### src/rtl/core/lvm_pkg.sv
`timescale 1ns / 1ps
// ----------------------------------------------------------------------------
// lvm_pkg
// Shared types, state encodings and the multiply-accumulate term table.
// ----------------------------------------------------------------------------
package lvm_pkg;

   localparam int Q_DEPTH = 2;
   localparam int Q_PTR_W = 1;
   localparam int Q_CNT_W = 2;

   localparam logic [4:0] TERM_CROSS_LAST = 5'd5;
   localparam logic [4:0] TERM_LAST       = 5'd20;

   typedef struct packed {
      logic [2:0][31:0] eye;
      logic [2:0][31:0] up;
      logic [2:0][32:0] diff;
   } item_type;

   typedef struct packed {
      logic full;
      logic empty;
   } qstat_type;

   typedef struct packed {
      logic done;
      logic zero;
   } nstat_type;

   typedef enum logic [3:0] {
      B_IDLE, B_NF_GO, B_NF_WAIT, B_CROSS, B_CWAIT, B_NS_GO, B_NS_WAIT,
      B_DOTS, B_DWAIT, B_SAT, B_EMIT
   } back_state_type;

   typedef enum logic [2:0] {
      N_IDLE, N_SCALE, N_SQ, N_SQRT, N_DINIT, N_DSTEP, N_DONE
   } norm_state_type;

   typedef enum logic [2:0] {OP_F, OP_S, OP_U, OP_UP, OP_EYE} opnd_type;
   typedef enum logic [1:0] {DST_NONE, DST_C, DST_U, DST_W} dest_type;

   typedef struct packed {
      opnd_type   a_op;
      logic [1:0] a_idx;
      opnd_type   b_op;
      logic [1:0] b_idx;
      logic       neg;
      logic       first;
      dest_type   dest;
      logic [1:0] d_idx;
   } term_type;

   function automatic term_type mk(opnd_type a, int ai, opnd_type b, int bi,
                                   logic n, logic f, dest_type d, int di);
      term_type t;
      t.a_op  = a;
      t.a_idx = 2'(ai);
      t.b_op  = b;
      t.b_idx = 2'(bi);
      t.neg   = n;
      t.first = f;
      t.dest  = d;
      t.d_idx = 2'(di);
      return t;
   endfunction

   // Product terms: cross f x up, then u = s x f, then the three dot products.
   // The s.eye and u.eye terms are negated so the rounded sum is the word.
   function automatic term_type term_rom(logic [4:0] idx);
      term_type t;
      unique case (idx)
         5'd0:    t = mk(OP_F, 1, OP_UP, 2, 1'b0, 1'b1, DST_NONE, 0);
         5'd1:    t = mk(OP_F, 2, OP_UP, 1, 1'b1, 1'b0, DST_C, 0);
         5'd2:    t = mk(OP_F, 2, OP_UP, 0, 1'b0, 1'b1, DST_NONE, 0);
         5'd3:    t = mk(OP_F, 0, OP_UP, 2, 1'b1, 1'b0, DST_C, 1);
         5'd4:    t = mk(OP_F, 0, OP_UP, 1, 1'b0, 1'b1, DST_NONE, 0);
         5'd5:    t = mk(OP_F, 1, OP_UP, 0, 1'b1, 1'b0, DST_C, 2);
         5'd6:    t = mk(OP_S, 1, OP_F, 2, 1'b0, 1'b1, DST_NONE, 0);
         5'd7:    t = mk(OP_F, 1, OP_S, 2, 1'b1, 1'b0, DST_U, 0);
         5'd8:    t = mk(OP_S, 2, OP_F, 0, 1'b0, 1'b1, DST_NONE, 0);
         5'd9:    t = mk(OP_F, 2, OP_S, 0, 1'b1, 1'b0, DST_U, 1);
         5'd10:   t = mk(OP_S, 0, OP_F, 1, 1'b0, 1'b1, DST_NONE, 0);
         5'd11:   t = mk(OP_F, 0, OP_S, 1, 1'b1, 1'b0, DST_U, 2);
         5'd12:   t = mk(OP_S, 0, OP_EYE, 0, 1'b1, 1'b1, DST_NONE, 0);
         5'd13:   t = mk(OP_S, 1, OP_EYE, 1, 1'b1, 1'b0, DST_NONE, 0);
         5'd14:   t = mk(OP_S, 2, OP_EYE, 2, 1'b1, 1'b0, DST_W, 0);
         5'd15:   t = mk(OP_U, 0, OP_EYE, 0, 1'b1, 1'b1, DST_NONE, 0);
         5'd16:   t = mk(OP_U, 1, OP_EYE, 1, 1'b1, 1'b0, DST_NONE, 0);
         5'd17:   t = mk(OP_U, 2, OP_EYE, 2, 1'b1, 1'b0, DST_W, 1);
         5'd18:   t = mk(OP_F, 0, OP_EYE, 0, 1'b0, 1'b1, DST_NONE, 0);
         5'd19:   t = mk(OP_F, 1, OP_EYE, 1, 1'b0, 1'b0, DST_NONE, 0);
         5'd20:   t = mk(OP_F, 2, OP_EYE, 2, 1'b0, 1'b0, DST_W, 2);
         default: t = mk(OP_F, 0, OP_F, 0, 1'b0, 1'b1, DST_NONE, 0);
      endcase
      return t;
   endfunction

endpackage

### src/rtl/core/lvm_norm.sv
`timescale 1ns / 1ps
// ----------------------------------------------------------------------------
// lvm_norm
// Iterative vector normalizer: scale, sum of squares, bitwise square root,
// restoring divide per component.
// ----------------------------------------------------------------------------
module lvm_norm
   import lvm_pkg::*;
#(
   parameter  int FRAC_BITS = 16,
   localparam int VW = FRAC_BITS + 3,
   localparam int NW = VW + 34,
   localparam int CW = $clog2(FRAC_BITS + 1)
)
(
   input  logic                 clock,
   input  logic                 reset,
   input  logic                 start,
   input  logic signed [NW-1:0] vec [3],
   output logic signed [VW-1:0] res [3],
   output nstat_type            stat
);

   norm_state_type st_ff, st_in;

   logic [NW-1:0]        m_ff [3];
   logic [2:0]           sgn_ff;
   logic [1:0]           k_ff;
   logic [CW-1:0]        cnt_ff;
   logic [59:0]          sq_ff;
   logic [61:0]          sum_ff;
   logic [63:0]          x_ff, root_ff, bit_ff;
   logic [31:0]          n_ff, rem_ff;
   logic [FRAC_BITS:0]   low_ff, q_ff;
   logic signed [VW-1:0] res_ff [3];
   logic                 zero_ff;

   logic [NW-1:0]      orv;
   logic               too_big, too_small, is_zero;
   logic [29:0]        m_lo;
   logic [59:0]        sq_c;
   logic [63:0]        sq_t;
   logic               sq_ge;
   logic [63:0]        numer;
   logic [32:0]        dt;
   logic               dge;
   logic [FRAC_BITS:0] qn;
   logic               div_last;

   always_comb begin
      orv       = m_ff[0] | m_ff[1] | m_ff[2];
      is_zero   = (orv == '0);
      too_big   = |orv[NW-1:30];
      too_small = ~orv[29];
      m_lo      = m_ff[k_ff][29:0];
      sq_c      = m_lo * m_lo;
      sq_t      = root_ff + bit_ff;
      sq_ge     = (x_ff >= sq_t);
      numer     = (64'(m_lo) << FRAC_BITS) + 64'(n_ff >> 1);
      dt        = {rem_ff, low_ff[FRAC_BITS]};
      dge       = (dt >= {1'b0, n_ff});
      qn        = {q_ff[FRAC_BITS-1:0], dge};
      div_last  = (cnt_ff == CW'(FRAC_BITS));
   end

   always_comb begin
      st_in = st_ff;
      unique case (st_ff)
         N_IDLE:  if (start) st_in = N_SCALE;
         N_SCALE: begin
            if (is_zero) st_in = N_DONE;
            else if (!too_big && !too_small) st_in = N_SQ;
         end
         N_SQ:    if (k_ff == 2'd3) st_in = N_SQRT;
         N_SQRT:  if (bit_ff[0]) st_in = N_DINIT;
         N_DINIT: st_in = N_DSTEP;
         N_DSTEP: begin
            if (div_last) st_in = (k_ff == 2'd2) ? N_DONE : N_DINIT;
         end
         N_DONE:  st_in = N_IDLE;
         default: st_in = N_IDLE;
      endcase
   end

   always_comb begin
      stat.done = (st_ff == N_DONE);
      stat.zero = zero_ff;
      res       = res_ff;
   end

   always_ff @(posedge clock) begin
      if (reset) begin
         st_ff <= N_IDLE;
      end else begin
         st_ff <= st_in;
      end
   end

   always_ff @(posedge clock) begin
      unique case (st_ff)
         N_IDLE: begin
            if (start) begin
               for (int i = 0; i < 3; i++) begin
                  m_ff[i]   <= vec[i][NW-1] ? NW'(-vec[i]) : NW'(vec[i]);
                  sgn_ff[i] <= vec[i][NW-1];
               end
               zero_ff <= 1'b0;
            end
         end
         N_SCALE: begin
            k_ff   <= 2'd0;
            sum_ff <= '0;
            if (is_zero) begin
               zero_ff <= 1'b1;
               for (int i = 0; i < 3; i++) res_ff[i] <= '0;
            end else if (too_big) begin
               for (int i = 0; i < 3; i++) m_ff[i] <= m_ff[i] >> 1;
            end else if (too_small) begin
               for (int i = 0; i < 3; i++) m_ff[i] <= m_ff[i] << 1;
            end
         end
         N_SQ: begin
            if (k_ff != 2'd3) sq_ff <= sq_c;
            if (k_ff != 2'd0) sum_ff <= sum_ff + 62'(sq_ff);
            k_ff    <= k_ff + 2'd1;
            x_ff    <= 64'(sum_ff) + 64'(sq_ff);
            root_ff <= '0;
            bit_ff  <= 64'(1) << 62;
         end
         N_SQRT: begin
            if (sq_ge) begin
               x_ff    <= x_ff - sq_t;
               root_ff <= (root_ff >> 1) + bit_ff;
               n_ff    <= 32'((root_ff >> 1) + bit_ff);
            end else begin
               root_ff <= root_ff >> 1;
               n_ff    <= 32'(root_ff >> 1);
            end
            bit_ff <= bit_ff >> 2;
            k_ff   <= 2'd0;
         end
         N_DINIT: begin
            rem_ff <= 32'(numer >> (FRAC_BITS + 1));
            low_ff <= numer[FRAC_BITS:0];
            q_ff   <= '0;
            cnt_ff <= '0;
         end
         N_DSTEP: begin
            rem_ff <= dge ? 32'(dt - {1'b0, n_ff}) : dt[31:0];
            q_ff   <= qn;
            low_ff <= low_ff << 1;
            cnt_ff <= cnt_ff + 1'b1;
            if (div_last) begin
               res_ff[k_ff] <= sgn_ff[k_ff] ? -$signed(VW'(qn)) : $signed(VW'(qn));
               k_ff         <= k_ff + 2'd1;
            end
         end
         N_DONE: begin
         end
         default: begin
         end
      endcase
   end

endmodule

### config.mk
export PLATFORM = sky130hd
export DESIGN_NAME = lvm_norm
export DESIGN_NICKNAME = d
export VERILOG_FILES = /design/src/rtl/core/lvm_pkg.sv /design/src/rtl/core/lvm_norm.sv
export SDC_FILE = /design/constraint.sdc
export NUM_CORES = 2
export LEC_CHECK = 0
export BUFFER_PORTS_ARGS = -buffer_cell sky130_fd_sc_hd__buf_2
export CAP_MARGIN = 20
export CELL_PAD_IN_SITES_DETAIL_PLACEMENT = 0
export CELL_PAD_IN_SITES_GLOBAL_PLACEMENT = 1
export CORE_AREA = 2 2 417 419
export DETAILED_ROUTE_END_ITERATION = 10
export DIE_AREA = 0 0 419 421
export PLACE_DENSITY_LB_ADDON = 0.1
export SETUP_SLACK_MARGIN = 0.3
export SLEW_MARGIN = 10
export SYNTH_ARGS = -nofsm -noshare
export SYNTH_HDL_FRONTEND = slang
export SYNTH_SLANG_ARGS = --single-unit
export TNS_END_PERCENT = 30
### constraint.sdc
create_clock -name clock -period 14.4 [get_ports clock]
set_clock_uncertainty 0.1 [all_clocks]
set_input_delay 2.16 -clock clock [delete_from_list [all_inputs] [get_ports clock]]
set_output_delay 2.16 -clock clock [all_outputs]
set_load 0.05 [all_outputs]
Word level (Yosys, flattened, before mapping)
Memory sizes are Yosys's and may differ from the RTL's. A register that Yosys moved wholly into a read port is not among the register bits.
Index checks and enable logic that the tools add are counted.
{"block": "totals", "memories": 1, "mem_bits_rw": 159, "regBits": 482, "word_cells": 143}
{"memory": "m_ff", "words": 3, "word_bits": 53, "rd": 4, "rd_ports_with_merged_regs": 1, "write_ports": 3, "line_no": "lvm_norm.sv:26", "rtl": "logic [NW-1:0] m_ff [3];"}
{"block": "classes", "n_addsub": 13, "n_mux": 57, "mul": 1, "n_lt_le_gt_ge": 5, "bitwise": 9, "reduce_logical": 22, "eq_ne": 18}
{"cell": "2-to-1 mux 53 bit", "n": 9}
{"cell": "one-hot mux 64 bit (2 select lines)", "n": 3}
{"cell": "negation 53 bit", "n": 3}
{"cell": "2-to-1 mux 64 bit", "n": 2}
{"cell": "one-hot mux 62 bit (2 select lines)", "n": 1}
{"cell": "2-to-1 mux 57 bit", "n": 2}
{"cell": "one-hot mux 57 bit (2 select lines)", "n": 1}
{"cell": "bitwise OR 53 bit", "n": 2}
{"cell": "adder 63 x 64 -> 64 bit", "n": 1}
{"cell": "adder 64 bit", "n": 1}
{"cell": ">= comparator 64 bit", "n": 1}
{"cell": "2-to-1 mux 32 bit", "n": 2}
{"cell": "one-hot mux 32 bit (2 select lines)", "n": 1}
{"cell": "subtractor 64 bit", "n": 1}
{"cell": "adder 62 x 60 -> 63 bit", "n": 1}
{"cell": "adder 62 x 60 -> 62 bit", "n": 1}
{"cell": "2-to-1 mux 62 bit", "n": 1}
{"cell": "multiplier 30 x 30 -> 60 bit", "n": 1}
{"cell": "bitwise mux 57 bit", "n": 1}
{"cell": "logical NOT 53 bit", "n": 1}
{"cell": "adder 46 x 31 -> 47 bit", "n": 1}
{"cell": "demux 19 bit (select 2 bit)", "n": 1}
{"cell": "2-to-1 mux 19 bit", "n": 2}
{"cell": "one-hot mux 17 bit (2 select lines)", "n": 1}
{"cell": "other kinds (36)", "n": 84}

Longest topological paths before layout
An unclocked memory read counts as a cell.
{"block": "depth", "word_depth": 10, "depth_mapped": 39, "ltp_nobuf": 33}

Least setup slack after synthesis
No wires, ideal clock.
{"block": "synth_path", "path_type": "reg-to-reg", "from": "register with a tool-made name", "to": "register sq_ff[55], data pin", "stages_incl_launch_ff": 33, "period_less_slack_ns": 9.600, "t_arrival_ns": 9.235, "path_buffers": 5, "path_slack_ns": 4.800, "setup_time_ns": 0.265, "required_ns": 14.035, "cell_sequence": "dfxtp_1 buf_1 clkbuf_1 buf_1 mux2i_1 o21a_1 clkbuf_1 buf_1 nor2_1 fa_1 fa_1 fa_1 inv_1 fa_1 inv_1 fa_1 inv_1 fa_1 inv_1 fa_1 inv_1 fa_1 inv_1 ha_1 o211ai_1 o21bai_1 o311ai_0 a21bo_2 a21oi_1 nand3_1 a31oi_1 o21ai_0 xor2_1"}
{"item": "end signal: assignment", "line_no": "lvm_norm.sv:123", "rtl": "if (k_ff != 2'd3) sq_ff <= sq_c;"}
{"item": "end: declaration", "line_no": "lvm_norm.sv:30", "rtl": "logic [59:0] sq_ff;"}

==> reports/qor.yml <==
placement:
  hpwl_um: 182000
  preCtsSetupSlack_ns: 3.912
  gp_congestion: 0.9172
  placed_cell_area_um2: 72140
  io_buffers: 220
yosys:
  netlist.area_leader.share: 0.2653
  yosysSeqAreaShare: 0.2668
  synthTopCellsByArea: "edfxtp_1 27%, fa_1 21%, ha_1 9.1%"
  yosys_warnings: 0
  yosys_register_bits: 610
  synth.avg_cell_area_um2: 9.224
  ys_async_sr_fraction: 0
  synthesis.area_um2: 68480
  synth_ff_type: "edfxtp_1"
  syn_nets: 8793
  yosysTopAreaCell: "edfxtp_1"
  ys_types: 82
  netlist_instances: 7424
  synth-edff-count: 605
drt:
  vias: 54320
  wirelength_um: 233300
  viasPerCell: 5.494
  dr.pass1.iters: 6
  postRouteAntennaNets: 0
  drt-initial-drc-count: 4190
  wl_per_cell_um: 23.60
  post-route-drc-count: 0
worst_hold_path:
  hp-class: "reg2reg"
  min_delay_path_depth: 2
  min_to: "low_ff[3]"
  min_from: "low_ff[2]"
clock_network:
  cts_buffers: 77
  cts.sinks: 610
  hold_buffers: 0
  clockBufferDepth: 3
  htreeDepth: 3
  cts-resized-gates: 0
  cts.clk_slew.worst_paths_ns: 0.06
  clock_latency_ns: 0.71
  cts_setup_buffers: 0
  tritoncts: "built"
  cts_root_buf: "clkbuf_16"
setup_path:
  path_max_fanout: 30
  r2r_setup_slack_ns: 3.85
  ff2ff_path_depth: 30
  worstSetupPathType: "reg2reg"
  crit_arrival_ns: 10.88
  endpoint_kind: "flop"
  critPathRequiredTime_ns: 14.73
  cpMaxStageDelayCell: "dfxtp_2"
  max_stage_delay_ns: 0.96
  cpMostUsedCell: "fa_1"
  critPathLaunchType: "flop"
  r2r-end: "sq_ff[56]"
timing:
  timing.hold.ws_ns: 0.4199
  fmax_mhz: 94.78
  setup_ws_ns: 3.849
  tightest_slew_ns: 1.148
  min_period_over_period: 0.7327
  fin_crit_ns: 10.55
  fin_tns_setup_ns: 0
  rsz0062_at_grt: "false"
  max_slew_margin: 0.2338
  hold_viol: 0
  slew_violations: 0
  setup_violations: 0
floorplanning:
  dieWidth_um: 419
  start_util: 0.3970
  ios: 221
  chipHeight_um: 421
  core_area_um2: 172500
  die-area_um2: 176400
  num_rows: 153
cells_and_area:
  layout_commonest_cell: "inv_1"
  mostFrequentLayoutCells: "1030 x inv_1, 721 x nand2_1, 708 x fa_1"
  design_area_um2: 74820
  fin_nets: 8869
  drive_gt1_frac: 0.06986
  syn2layout_area_growth_pct: 9.258
run:
  maxCapViolCount: 0
global_routing:
  first_global_vias: 55010
  grt_pass1_wl_um: 350700
  overflow: 0
  grt.total_usage: 0.2624
  grt_max_degree: 100
  grt_antenna_before_repair: 4
status:
  outcome: "complete, no violations"
layout make-up:
cell class | count | area, um^2
Timing Repair Buffer | 316 | 1826
Antenna cell | 3 | 7.507
Sequential cell | 610 | 18270
Tap cell | 2325 | 2909
Clock inverter | 51 | 684.4
Multi-Input combinational cell | 5449 | 45210
Clock buffer | 86 | 1982
Inverter | 1046 | 3931
Fill cell | 17020 | 97660
synthesized netlist by cell type, drive strengths merged, types with 66 or more instances:
cell and instances:
nor2 677, nor4 66, nor3 87, xnor2 289
xor2 235, nand4 85, clkbuf 288, a21o 133
ha 499, nand2 723, o21ai 414, a31oi 85
fa 708, inv 1033, o31ai 74, and3 71
a21oi 404, a211oi 85, edfxtp 605, nand3 87
worst max path at each step:
stage	startpoint	to	slack, ns
6_report	flop	sq_ff[56]	3.85
3_3_place_gp	flop	sq_ff[58]	4.07
2_1_floorplan	flop	sq_ff[55]	4.80
5_1_grt	flop	sq_ff[55]	3.17
4_1_cts	flop	sq_ff[55]	3.87
3_5_place_dp	flop	sq_ff[55]	3.91
metal layers:
metal	share of wire	up-vias	GRT usage
met5	0	-	0
met3	0.044	307	0.02635
li1	-	25430	-
met2	0.47	1402	0.4299
met1	0.45	27180	0.3680
met4	0.030	0	0.07377
kinds of logic (layout without fill, tap and decap cells):
| group | Yosys count | after routing | synth area share |
|---|---|---|---|
| xor gates and xnor gates | 524 | 524 | 0.06702 |
| muxes | 54 | 54 | 0.007966 |
| DFF | 610 | 610 | 0.2668 |
| adders and majority gates | 1207 | 1207 | 0.2982 |
| and+or+nand+nor | 2093 | 2093 | 0.1395 |
| buffers and inverters | 1365 | 1499 | 0.07493 |
| AOI/OAI and AO/OA | 1571 | 1571 | 0.1456 |
| other | 0 | 3 | 0 |
worst max-delay path, delay by kind of cell (launching register included):
family / cells / cell delay (ns)
flops: 1 / 0.96
buf+inv: 7 / 1.42
simple gates: 5 / 0.85
xor+xnor: 1 / 0.15
compound gates: 7 / 2.07
mux: 1 / 0.19
fa+ha+maj: 9 / 4.49
flip-flops by register name, indices dropped and copies added, names as in the netlist, named ones only:
name	flops
sum_ff	62
cnt_ff	5
zero_ff	1
x_ff	64
bit_ff	32
res	57
st_ff	3
low_ff	17
sgn_ff	3
q_ff	16
root_ff	64
sq_ff	59
k_ff	2
n_ff	32
m_ff	159
rem_ff	32
through the flow:
stage / instances / util
global route: 9884 / 0.4337
detailed placement: 9745 / 0.4182
CTS: 9882 / 0.4337
finish: 9886 / 0.4338
global placement: 9743 / 0.4181
floorplan: 7424 / -
Power is left out: the tool's default activity adds up to more than one toggle a clock period on the data nets, which glitch-free logic cannot reach.
