## src/rtl/core/lvm_pkg.sv

```systemverilog
`timescale 1ns / 1ps
// ----------------------------------------------------------------------------
// lvm_pkg
// Shared types, state encodings and the multiply-accumulate term table.
// ----------------------------------------------------------------------------
package lvm_pkg;

   localparam int Q_DEPTH = 2;
   localparam int Q_PTR_W = 1;
   localparam int Q_CNT_W = 2;

   localparam logic [4:0] TERM_CROSS_LAST = 5'd5;
   localparam logic [4:0] TERM_LAST       = 5'd20;

   typedef struct packed {
      logic [2:0][31:0] eye;
      logic [2:0][31:0] up;
      logic [2:0][32:0] diff;
   } item_type;

   typedef struct packed {
      logic full;
      logic empty;
   } qstat_type;

   typedef struct packed {
      logic done;
      logic zero;
   } nstat_type;

   typedef enum logic [3:0] {
      B_IDLE, B_NF_GO, B_NF_WAIT, B_CROSS, B_CWAIT, B_NS_GO, B_NS_WAIT,
      B_DOTS, B_DWAIT, B_SAT, B_EMIT
   } back_state_type;

   typedef enum logic [2:0] {
      N_IDLE, N_SCALE, N_SQ, N_SQRT, N_DINIT, N_DSTEP, N_DONE
   } norm_state_type;

   typedef enum logic [2:0] {OP_F, OP_S, OP_U, OP_UP, OP_EYE} opnd_type;
   typedef enum logic [1:0] {DST_NONE, DST_C, DST_U, DST_W} dest_type;

   typedef struct packed {
      opnd_type   a_op;
      logic [1:0] a_idx;
      opnd_type   b_op;
      logic [1:0] b_idx;
      logic       neg;
      logic       first;
      dest_type   dest;
      logic [1:0] d_idx;
   } term_type;

   function automatic term_type mk(opnd_type a, int ai, opnd_type b, int bi,
                                   logic n, logic f, dest_type d, int di);
      term_type t;
      t.a_op  = a;
      t.a_idx = 2'(ai);
      t.b_op  = b;
      t.b_idx = 2'(bi);
      t.neg   = n;
      t.first = f;
      t.dest  = d;
      t.d_idx = 2'(di);
      return t;
   endfunction

   // Product terms: cross f x up, then u = s x f, then the three dot products.
   // The s.eye and u.eye terms are negated so the rounded sum is the word.
   function automatic term_type term_rom(logic [4:0] idx);
      term_type t;
      unique case (idx)
         5'd0:    t = mk(OP_F, 1, OP_UP, 2, 1'b0, 1'b1, DST_NONE, 0);
         5'd1:    t = mk(OP_F, 2, OP_UP, 1, 1'b1, 1'b0, DST_C, 0);
         5'd2:    t = mk(OP_F, 2, OP_UP, 0, 1'b0, 1'b1, DST_NONE, 0);
         5'd3:    t = mk(OP_F, 0, OP_UP, 2, 1'b1, 1'b0, DST_C, 1);
         5'd4:    t = mk(OP_F, 0, OP_UP, 1, 1'b0, 1'b1, DST_NONE, 0);
         5'd5:    t = mk(OP_F, 1, OP_UP, 0, 1'b1, 1'b0, DST_C, 2);
         5'd6:    t = mk(OP_S, 1, OP_F, 2, 1'b0, 1'b1, DST_NONE, 0);
         5'd7:    t = mk(OP_F, 1, OP_S, 2, 1'b1, 1'b0, DST_U, 0);
         5'd8:    t = mk(OP_S, 2, OP_F, 0, 1'b0, 1'b1, DST_NONE, 0);
         5'd9:    t = mk(OP_F, 2, OP_S, 0, 1'b1, 1'b0, DST_U, 1);
         5'd10:   t = mk(OP_S, 0, OP_F, 1, 1'b0, 1'b1, DST_NONE, 0);
         5'd11:   t = mk(OP_F, 0, OP_S, 1, 1'b1, 1'b0, DST_U, 2);
         5'd12:   t = mk(OP_S, 0, OP_EYE, 0, 1'b1, 1'b1, DST_NONE, 0);
         5'd13:   t = mk(OP_S, 1, OP_EYE, 1, 1'b1, 1'b0, DST_NONE, 0);
         5'd14:   t = mk(OP_S, 2, OP_EYE, 2, 1'b1, 1'b0, DST_W, 0);
         5'd15:   t = mk(OP_U, 0, OP_EYE, 0, 1'b1, 1'b1, DST_NONE, 0);
         5'd16:   t = mk(OP_U, 1, OP_EYE, 1, 1'b1, 1'b0, DST_NONE, 0);
         5'd17:   t = mk(OP_U, 2, OP_EYE, 2, 1'b1, 1'b0, DST_W, 1);
         5'd18:   t = mk(OP_F, 0, OP_EYE, 0, 1'b0, 1'b1, DST_NONE, 0);
         5'd19:   t = mk(OP_F, 1, OP_EYE, 1, 1'b0, 1'b0, DST_NONE, 0);
         5'd20:   t = mk(OP_F, 2, OP_EYE, 2, 1'b0, 1'b0, DST_W, 2);
         default: t = mk(OP_F, 0, OP_F, 0, 1'b0, 1'b1, DST_NONE, 0);
      endcase
      return t;
   endfunction

endpackage

```

## src/rtl/core/lvm_back.sv

```systemverilog
`timescale 1ns / 1ps
// ----------------------------------------------------------------------------
// lvm_back
// Sequencer: two normalizations, a multiply-accumulate pass over the
// product terms, saturation and the four result groups.
// ----------------------------------------------------------------------------
module lvm_back
   import lvm_pkg::*;
#(
   parameter  int FRAC_BITS = 16,
   localparam int VW = FRAC_BITS + 3,
   localparam int PW = VW + 32,
   localparam int AW = PW + 2,
   localparam int NW = VW + 34
)
(
   input  logic                 clock,
   input  logic                 reset,
   input  qstat_type            qstat,
   input  item_type             q_head,
   output logic                 pop,
   output logic                 norm_start,
   output logic signed [NW-1:0] norm_vec [3],
   input  logic signed [VW-1:0] norm_res [3],
   input  nstat_type            nstat,
   output logic                 rsp_valid,
   output logic [1:0]           rsp_group_index,
   output logic signed [31:0]   rsp_word0,
   output logic signed [31:0]   rsp_word1,
   output logic signed [31:0]   rsp_word2,
   output logic signed [31:0]   rsp_word3,
   output logic                 rsp_degenerate,
   output logic                 rsp_final_group
);

   function automatic logic signed [AW-1:0] shr_round(logic signed [AW-1:0] v);
      logic [AW-1:0] mag;
      logic [AW-1:0] r;
      mag = v[AW-1] ? AW'(-v) : AW'(v);
      r   = (mag + (AW'(1) << (FRAC_BITS - 1))) >> FRAC_BITS;
      return v[AW-1] ? -$signed(r) : $signed(r);
   endfunction

   // {overflow, clamped word}
   function automatic logic [32:0] sat32(logic signed [AW-1:0] v);
      logic [AW-32:0] hi;
      hi = v[AW-1:31];
      if (hi == '0 || hi == '1) return {1'b0, v[31:0]};
      return {1'b1, v[AW-1] ? 32'h8000_0000 : 32'h7FFF_FFFF};
   endfunction

   back_state_type st_ff, st_in;

   logic signed [31:0]   eye_ff [3];
   logic signed [31:0]   up_ff  [3];
   logic signed [32:0]   d_ff   [3];
   logic signed [VW-1:0] f_ff   [3];
   logic signed [VW-1:0] s_ff   [3];
   logic signed [VW-1:0] u_ff   [3];
   logic signed [AW-1:0] c_ff   [3];
   logic signed [AW-1:0] w3_ff  [3];
   logic signed [31:0]   wu_ff  [3];
   logic signed [31:0]   w3s_ff [3];
   logic                 deg_ff;
   logic [4:0]           term_ff;
   logic [1:0]           grp_ff;
   logic signed [PW-1:0] prod_ff;
   logic signed [AW-1:0] acc_ff;
   term_type             mterm_ff;
   logic                 mvld_ff;

   logic                 rsp_valid_ff, rsp_valid_in;
   logic [1:0]           rsp_group_ff, rsp_group_in;
   logic signed [31:0]   rsp_w0_ff, rsp_w0_in, rsp_w1_ff, rsp_w1_in;
   logic signed [31:0]   rsp_w2_ff, rsp_w2_in, rsp_w3_ff, rsp_w3_in;
   logic                 rsp_deg_ff, rsp_deg_in, rsp_fin_ff, rsp_fin_in;

   logic                 issue;
   term_type             cur;
   logic signed [VW-1:0] a_val;
   logic signed [31:0]   b_val;
   logic signed [PW-1:0] prod_c;
   logic signed [AW-1:0] addend, acc_next, rnd_c;
   logic [32:0]          sat_u [3];
   logic [32:0]          sat_w [3];
   logic                 sat_any;

   // operand fetch and product
   always_comb begin
      cur = term_rom(term_ff);
      unique case (cur.a_op)
         OP_F:    a_val = f_ff[cur.a_idx];
         OP_S:    a_val = s_ff[cur.a_idx];
         OP_U:    a_val = u_ff[cur.a_idx];
         default: a_val = '0;
      endcase
      unique case (cur.b_op)
         OP_UP:   b_val = up_ff[cur.b_idx];
         OP_EYE:  b_val = eye_ff[cur.b_idx];
         OP_F:    b_val = 32'(f_ff[cur.b_idx]);
         OP_S:    b_val = 32'(s_ff[cur.b_idx]);
         default: b_val = '0;
      endcase
      prod_c   = a_val * b_val;
      addend   = mterm_ff.neg ? -AW'(prod_ff) : AW'(prod_ff);
      acc_next = (mterm_ff.first ? AW'(0) : acc_ff) + addend;
      rnd_c    = shr_round(acc_next);
      sat_any  = 1'b0;
      for (int i = 0; i < 3; i++) begin
         sat_u[i] = sat32(AW'(u_ff[i]));
         sat_w[i] = sat32(w3_ff[i]);
         sat_any  = sat_any | sat_u[i][32] | sat_w[i][32];
      end
   end

   // next state
   always_comb begin
      st_in = st_ff;
      unique case (st_ff)
         B_IDLE:    if (!qstat.empty) st_in = B_NF_GO;
         B_NF_GO:   st_in = B_NF_WAIT;
         B_NF_WAIT: if (nstat.done) st_in = B_CROSS;
         B_CROSS:   if (term_ff == TERM_CROSS_LAST) st_in = B_CWAIT;
         B_CWAIT:   st_in = B_NS_GO;
         B_NS_GO:   st_in = B_NS_WAIT;
         B_NS_WAIT: if (nstat.done) st_in = B_DOTS;
         B_DOTS:    if (term_ff == TERM_LAST) st_in = B_DWAIT;
         B_DWAIT:   st_in = B_SAT;
         B_SAT:     st_in = B_EMIT;
         B_EMIT:    if (grp_ff == 2'd3) st_in = B_IDLE;
         default:   st_in = B_IDLE;
      endcase
   end

   // outputs of the sequencer
   always_comb begin
      pop          = (st_ff == B_IDLE) && !qstat.empty;
      norm_start   = (st_ff == B_NF_GO) || (st_ff == B_NS_GO);
      issue        = (st_ff == B_CROSS) || (st_ff == B_DOTS);
      for (int i = 0; i < 3; i++) begin
         norm_vec[i] = (st_ff == B_NS_GO) ? c_ff[i] : NW'(d_ff[i]);
      end
      rsp_valid_in = (st_ff == B_EMIT);
      rsp_group_in = grp_ff;
      rsp_deg_in   = deg_ff;
      rsp_fin_in   = (grp_ff == 2'd3);
      if (grp_ff == 2'd3) begin
         rsp_w0_in = w3s_ff[0];
         rsp_w1_in = w3s_ff[1];
         rsp_w2_in = w3s_ff[2];
         rsp_w3_in = 32'(1) << FRAC_BITS;
      end else begin
         rsp_w0_in = 32'(s_ff[grp_ff]);
         rsp_w1_in = wu_ff[grp_ff];
         rsp_w2_in = 32'(-f_ff[grp_ff]);
         rsp_w3_in = '0;
      end
   end

   always_ff @(posedge clock) begin
      if (reset) begin
         st_ff        <= B_IDLE;
         term_ff      <= '0;
         grp_ff       <= '0;
         mvld_ff      <= 1'b0;
         rsp_valid_ff <= 1'b0;
      end else begin
         st_ff        <= st_in;
         mvld_ff      <= issue;
         rsp_valid_ff <= rsp_valid_in;
         if (pop) term_ff <= '0;
         else if (issue) term_ff <= term_ff + 5'd1;
         if (st_ff == B_EMIT) grp_ff <= grp_ff + 2'd1;
      end
   end

   always_ff @(posedge clock) begin
      if (pop) begin
         for (int i = 0; i < 3; i++) begin
            eye_ff[i] <= $signed(q_head.eye[i]);
            up_ff[i]  <= $signed(q_head.up[i]);
            d_ff[i]   <= $signed(q_head.diff[i]);
         end
         deg_ff <= 1'b0;
      end
      if (st_ff == B_NF_WAIT && nstat.done) begin
         f_ff   <= norm_res;
         deg_ff <= deg_ff | nstat.zero;
      end
      if (st_ff == B_NS_WAIT && nstat.done) begin
         s_ff   <= norm_res;
         deg_ff <= deg_ff | nstat.zero;
      end
      if (issue) begin
         prod_ff  <= prod_c;
         mterm_ff <= cur;
      end
      if (mvld_ff) begin
         acc_ff <= acc_next;
         unique case (mterm_ff.dest)
            DST_C:    c_ff[mterm_ff.d_idx]  <= acc_next;
            DST_U:    u_ff[mterm_ff.d_idx]  <= VW'(rnd_c);
            DST_W:    w3_ff[mterm_ff.d_idx] <= rnd_c;
            DST_NONE: begin
            end
            default: begin
            end
         endcase
      end
      if (st_ff == B_SAT) begin
         for (int i = 0; i < 3; i++) begin
            wu_ff[i]  <= sat_u[i][31:0];
            w3s_ff[i] <= sat_w[i][31:0];
         end
         deg_ff <= deg_ff | sat_any;
      end
      rsp_group_ff <= rsp_group_in;
      rsp_w0_ff    <= rsp_w0_in;
      rsp_w1_ff    <= rsp_w1_in;
      rsp_w2_ff    <= rsp_w2_in;
      rsp_w3_ff    <= rsp_w3_in;
      rsp_deg_ff   <= rsp_deg_in;
      rsp_fin_ff   <= rsp_fin_in;
   end

   assign rsp_valid       = rsp_valid_ff;
   assign rsp_group_index = rsp_group_ff;
   assign rsp_word0       = rsp_w0_ff;
   assign rsp_word1       = rsp_w1_ff;
   assign rsp_word2       = rsp_w2_ff;
   assign rsp_word3       = rsp_w3_ff;
   assign rsp_degenerate  = rsp_deg_ff;
   assign rsp_final_group = rsp_fin_ff;

endmodule

```

## config.mk

```make
export PLATFORM = sky130hd
export DESIGN_NAME = lvm_back
export DESIGN_NICKNAME = d
export VERILOG_FILES = /design/src/rtl/core/lvm_pkg.sv /design/src/rtl/core/lvm_back.sv
export SDC_FILE = /design/constraint.sdc
export NUM_CORES = 2
export LEC_CHECK = 0
export ABC_AREA = 1
export CELL_PAD_IN_SITES_DETAIL_PLACEMENT = 1
export CELL_PAD_IN_SITES_GLOBAL_PLACEMENT = 2
export CORE_MARGIN = 8
export CORE_UTILIZATION = 45
export DETAILED_ROUTE_END_ITERATION = 10
export DONT_BUFFER_PORTS = 1
export PLACE_DENSITY_LB_ADDON = 0.1
export SLEW_MARGIN = 10
export SYNTH_ARGS = -nofsm -noshare
export SYNTH_HDL_FRONTEND = slang
export SYNTH_SLANG_ARGS = --single-unit
```

## constraint.sdc

```tcl
create_clock -name clock -period 50.4 [get_ports clock]
set_clock_uncertainty 0.05 [all_clocks]
set_input_delay 7.56 -clock clock [delete_from_list [all_inputs] [get_ports clock]]
set_output_delay 7.56 -clock clock [all_outputs]
set_load 0.02 [all_outputs]
```

# After elaboration in Yosys (flattened, before gate mapping)
# Memory sizes are Yosys's and may differ from the RTL's. A register that Yosys moved wholly into a read port is not among the register bits.
# Index checks and enable logic that the tools add are counted.
[op_classes]
add_sub_neg = 8
multipliers = 1
order_cmp = 3
eq_ne = 33
muxes = 83
bitwise = 10
n_reduce_logical = 24
[ops]
columns = ["cell", "count"]
rows = [
  ["$mux W33", 12],
  ["$mux W53", 7],
  ["$mux W32", 9],
  ["$bmux W19 S2", 6],
  ["$mux W19", 12],
  ["$eq A22 B22 Y1 const B", 6],
  ["$logic_not A22 Y1", 6],
  ["$pmux W32 S4", 1],
  ["$pmux W19 S3", 1],
  ["$add A53 B16 Y53 const B", 1],
  ["$add A53 B53 Y53", 1],
  ["$neg A37 Y53", 1],
  ["$neg A51 Y53", 1],
  ["$neg A53 Y53", 1],
  ["$mul A19 B32 Y51", 1],
  ["$pmux W4 S11", 1],
  ["$neg A19 Y32", 1],
  ["$mux W4", 6],
  ["$mux W1", 23],
  ["$mux W17", 1],
  ["$eq A4 B3 Y1 const B", 4],
  ["$eq A4 B4 Y1 const B", 3],
  ["$mux W5", 2],
  ["$ne A2 B2 Y1 const B", 5],
  ["24 further kinds", 50],
]
[word_totals]
regBits = 370
mem_bits_rw = 858
mem_bits_ro = 480
in_bits = 354
output_inout_bits = 294
wordCells = 196
n_memories = 9
[mem_list]
columns = ["name", "words", "width", "read_ports", "rd_ports_with_merged_regs", "write_ports", "line_no", "rtl"]
rows = [
  ["(name not given)", 32, 15, 1, 1, 0, "lvm_pkg.sv:72", "unique case (idx)"],
  ["c_ff", 3, 53, 3, 0, 1, "lvm_back.sv:60", "logic signed [AW-1:0] c_ff [3];"],
  ["w3_ff", 3, 53, 3, 0, 1, "lvm_back.sv:61", "logic signed [AW-1:0] w3_ff [3];"],
  ["d_ff", 3, 33, 3, 0, 3, "lvm_back.sv:56", "logic signed [32:0] d_ff [3];"],
  ["eye_ff", 3, 32, 1, 0, 3, "lvm_back.sv:54", "logic signed [31:0] eye_ff [3];"],
  ["up_ff", 3, 32, 1, 0, 3, "lvm_back.sv:55", "logic signed [31:0] up_ff [3];"],
  ["+3 memories", "--", "--", "--", "--", "--", "--", ""],
]

# Longest topological paths before layout
# An unclocked memory read counts as a cell.
[logic_depth]
word_depth = 12
ltp_mapped = 53
ltp_nobuf = 52

# Worst setup path before layout
# No wires, ideal clock.
[synth_timing]
path_kind = "input to output"
from = "input port qstat[0] (netlist bit)"
to = "output port pop"
t_arrival_ns = 19.774
t_required_ns = 42.790
path_slack_ns = 23.016
stages = 1
path_buffers = 0
path_cell_list = "nor2_1"
[synth_via]
elab_chain_len = 2
[synth_rtl]
columns = ["element", "line_no", "rtl"]
rows = [
  ["start, declared", "lvm_back.sv:19", "input qstat_type qstat,"],
  ["$logic_not A1 Y1", "lvm_back.sv:137", "pop = (st_ff == B_IDLE) && !qstat.empty;"],
  ["$logic_and A1 B1 Y1", "lvm_back.sv:137", ""],
  ["end, declared", "lvm_back.sv:21", "output logic pop,"],
]
# No other way between the ends.

# Worst setup path after layout
# Same ends and word-level chain as after synthesis.

==> impl_metrics.yaml <==
critical_path:
  slowest_delay_ns: 0.44
  timing.rr.start: "cur[12]"
  worstRegToRegCells: 38
  critPathSlowestCell: "buf_4"
  path_cells: "nor2_4, buf_4"
  worst_r2r_endpoint: "prod_ff[50]"
  worstSetupStartpointType: "primary input"
  cp.depth: 2
  worst-path-buf-inv: 1
  cp_max_fo: 29
  critical_path.top_delay_family: "buffers and inverters"
  endpoint_kind: "output pin"
  r2r_slack_ns: 39.52
  required_ns: 42.79
  critical_path_class: "primary input to output pin"
  arrival_ns: 8.12
routing:
  drt_drc_violations_left: 0
  dr.pass1.iters: 5
  viasPerCell: 5.48
  wl_mm: 257
  ant_nets: 0
  wire_per_inst_um: 24.8
  vias: 56600
  initialDrtViolationCount: 4092
clock_tree:
  htreeDepth: 4
  clk_latency_ns: 0.82
  cts_buffers: 134
  cts_buffer_depth: 3
  cts_resized: 0
  cts_hold_buffers: 0
  clk_pin_slew_ns: 0.06
  cts.sinks: 1193
  cts_tree: "built"
  post_cts_buffers: 0
  root_buffer: "clkbuf_16"
sta:
  setup_viol: 0
  final_max_slew_viol_count: 0
  rsz0062_at_grt: "no"
  setup-tns-final_ns: 0
  hold_viol: 0
  slew_headroom_pct: 12.8
  worstMarginPinSlew_ns: 1.30
  fin_crit_ns: 15.73
  period_share_pct: 31.2
  max_freq_mhz: 63.6
hold_path:
  whs_endpoint: "mterm_ff[2]"
  hp-class: "flip-flop to flip-flop"
  hp-start: "cur[2]"
  holdPathStages: 0
place:
  dp_hpwl_mm: 197
  place.gp.congestion: 0.917
  dp.cells: 10100
  port_buffers: 0
grt:
  antenna_found_initial: 25
  grt_pass1_vias: 60100
  grt_pass1_wl_mm: 380
  track_usage_pct: 27.1
  overflow: 0
  grt_max_degree: 101
synth:
  synth.area.top_cells: "edfxtp_1 41%, fa_1 15%, nand2_1 9.8%"
  syn_area_per_cell_um2: 9.54
  synth.top_cell.area_share_pct: 41.5
  ys_async_sr_fraction_pct: 0
  synth_cells: 8062
  ys_types: 65
  yosys_warnings: 0
  synth-edff-count: 1063
  synthFlopType: "edfxtp_1"
  synth_area_mm2: 0.0769
  yosysSeqAreaShare_pct: 44.9
  synth-seq-cells: 1193
  yosysTopAreaCell: "edfxtp_1"
status:
  status: "complete, no violations"
final_layout:
  seqCellArea_mm2: 0.0345
  nNetsFinal: 9139
  final_cells: 10300
  final_cell_mix: "2010 x nand2_1, 1159 x inv_1, 1063 x edfxtp_1, 739 x nor2_1, 591 x fa_1"
  multi_input_area_mm2: 0.0367
  drive_above_1_share_pct: 8.20
  areaGrowthSynthToFinish_pct: 8.88
  final_common_cell: "nand2_1"
  fillCellCount: 19100
die:
  ios: 648
  dieArea_mm2: 0.184
  core_mm2: 0.170
  die_w_um: 429
  die_y_um: 429
  initial_core_util_pct: 45.3
  num_rows: 151
job:
  cap_violations: 0
## synthesized netlist by cell type (51+ instances only)
| cell type | number |
|---|---|
| xnor2_1 | 57 |
| a21oi_1 | 238 |
| nand4_1 | 97 |
| dfxtp_1 | 130 |
| mux2i_1 | 54 |
| nand2_2 | 51 |
| nand2_1 | 2012 |
| clkbuf_1 | 249 |
| edfxtp_1 | 1063 |
| nor2_1 | 756 |
| xor2_1 | 89 |
| ha_1 | 205 |
| inv_1 | 1163 |
| mux2_2 | 124 |
| o21ai_0 | 301 |
| fa_1 | 591 |
| nand3_1 | 312 |
## kinds of logic after synthesis
logic type | after synthesis | share of synthesized area, %
adders and majority gates | 796 | 18.7
muxes | 178 | 2.52
and+or+nand+nor | 3410 | 18.5
DFF | 1193 | 44.9
other | 1 | 0.00487
buffers and inverters | 1551 | 7.79
xor gates and xnor gates | 146 | 1.66
AOI/OAI and AO/OA | 787 | 5.93
## metal layers
metal	GRT usage (%)	vias up	share of wire [%]
met5	0	-	0.0039
met4	9.02	2	3.0
met3	3.71	361	5.2
met2	47.1	1570	50
met1	35.1	28900	42
li1	-	25800	-
## final cells by class
type                       count  area share (%)
inverter                    1222            5.48
timing repair buffer          90           0.807
clock buffer                 176            4.37
clock inverter                67           0.865
multi-input combinational   5348            43.9
antenna                       26          0.0777
sequential                  1193            41.2
tap                         2218            3.31
## flip-flops by register name, summed over array words and instances, names as in the netlist, 2 cells and up, named ones only
name / count
c_ff: 159
w3_ff: 159
d_ff: 99
eye_ff: 96
up_ff: 96
w3s_ff: 96
u_ff: 76
f_ff: 57
s_ff: 57
wu_ff: 57
acc_ff: 53
prod_ff: 51
rsp_word0: 32
rsp_word1: 32
rsp_word2: 32
cur: 15
mterm_ff: 6
term_ff: 5
st_ff: 4
grp_ff: 2
rsp_group_index: 2
## metrics by stage
stage               hold WS, ns  util, %  setup WS (ns)  cell area, µm²
floorplan                 0.303        -          23.02           77000
global placement          0.336     46.7          34.68           79300
CTS                       0.356     49.3          34.65           83700
global route              0.362     49.4          34.61           83800
detailed placement        0.340     46.7          34.65           79300
finish                    0.353     49.4          34.67           83800
## worst max-delay path by stage
stage / from / to / slack [ns]
2_1_floorplan: qstat[0] / pop / 23.02
6_report: qstat[0] / pop / 34.67
3_3_place_gp: qstat[0] / pop / 34.68
4_1_cts: qstat[0] / pop / 34.65
3_5_place_dp: qstat[0] / pop / 34.65
5_1_grt: qstat[0] / pop / 34.61
## worst register-to-register path: cells and delay by family, from the launching register on
family / cells / cell delay [ns]
xor gates and xnor gates: 1 / 0.17
adders and majority gates: 8 / 3.38
buffers and inverters: 10 / 2.22
DFF: 1 / 0.69
and+or+nand+nor: 9 / 1.13
AOI/OAI and AO/OA: 10 / 2.99
Power is not shown: default switching activity piles up to over one toggle a cycle in this logic, so the estimate is an artifact.
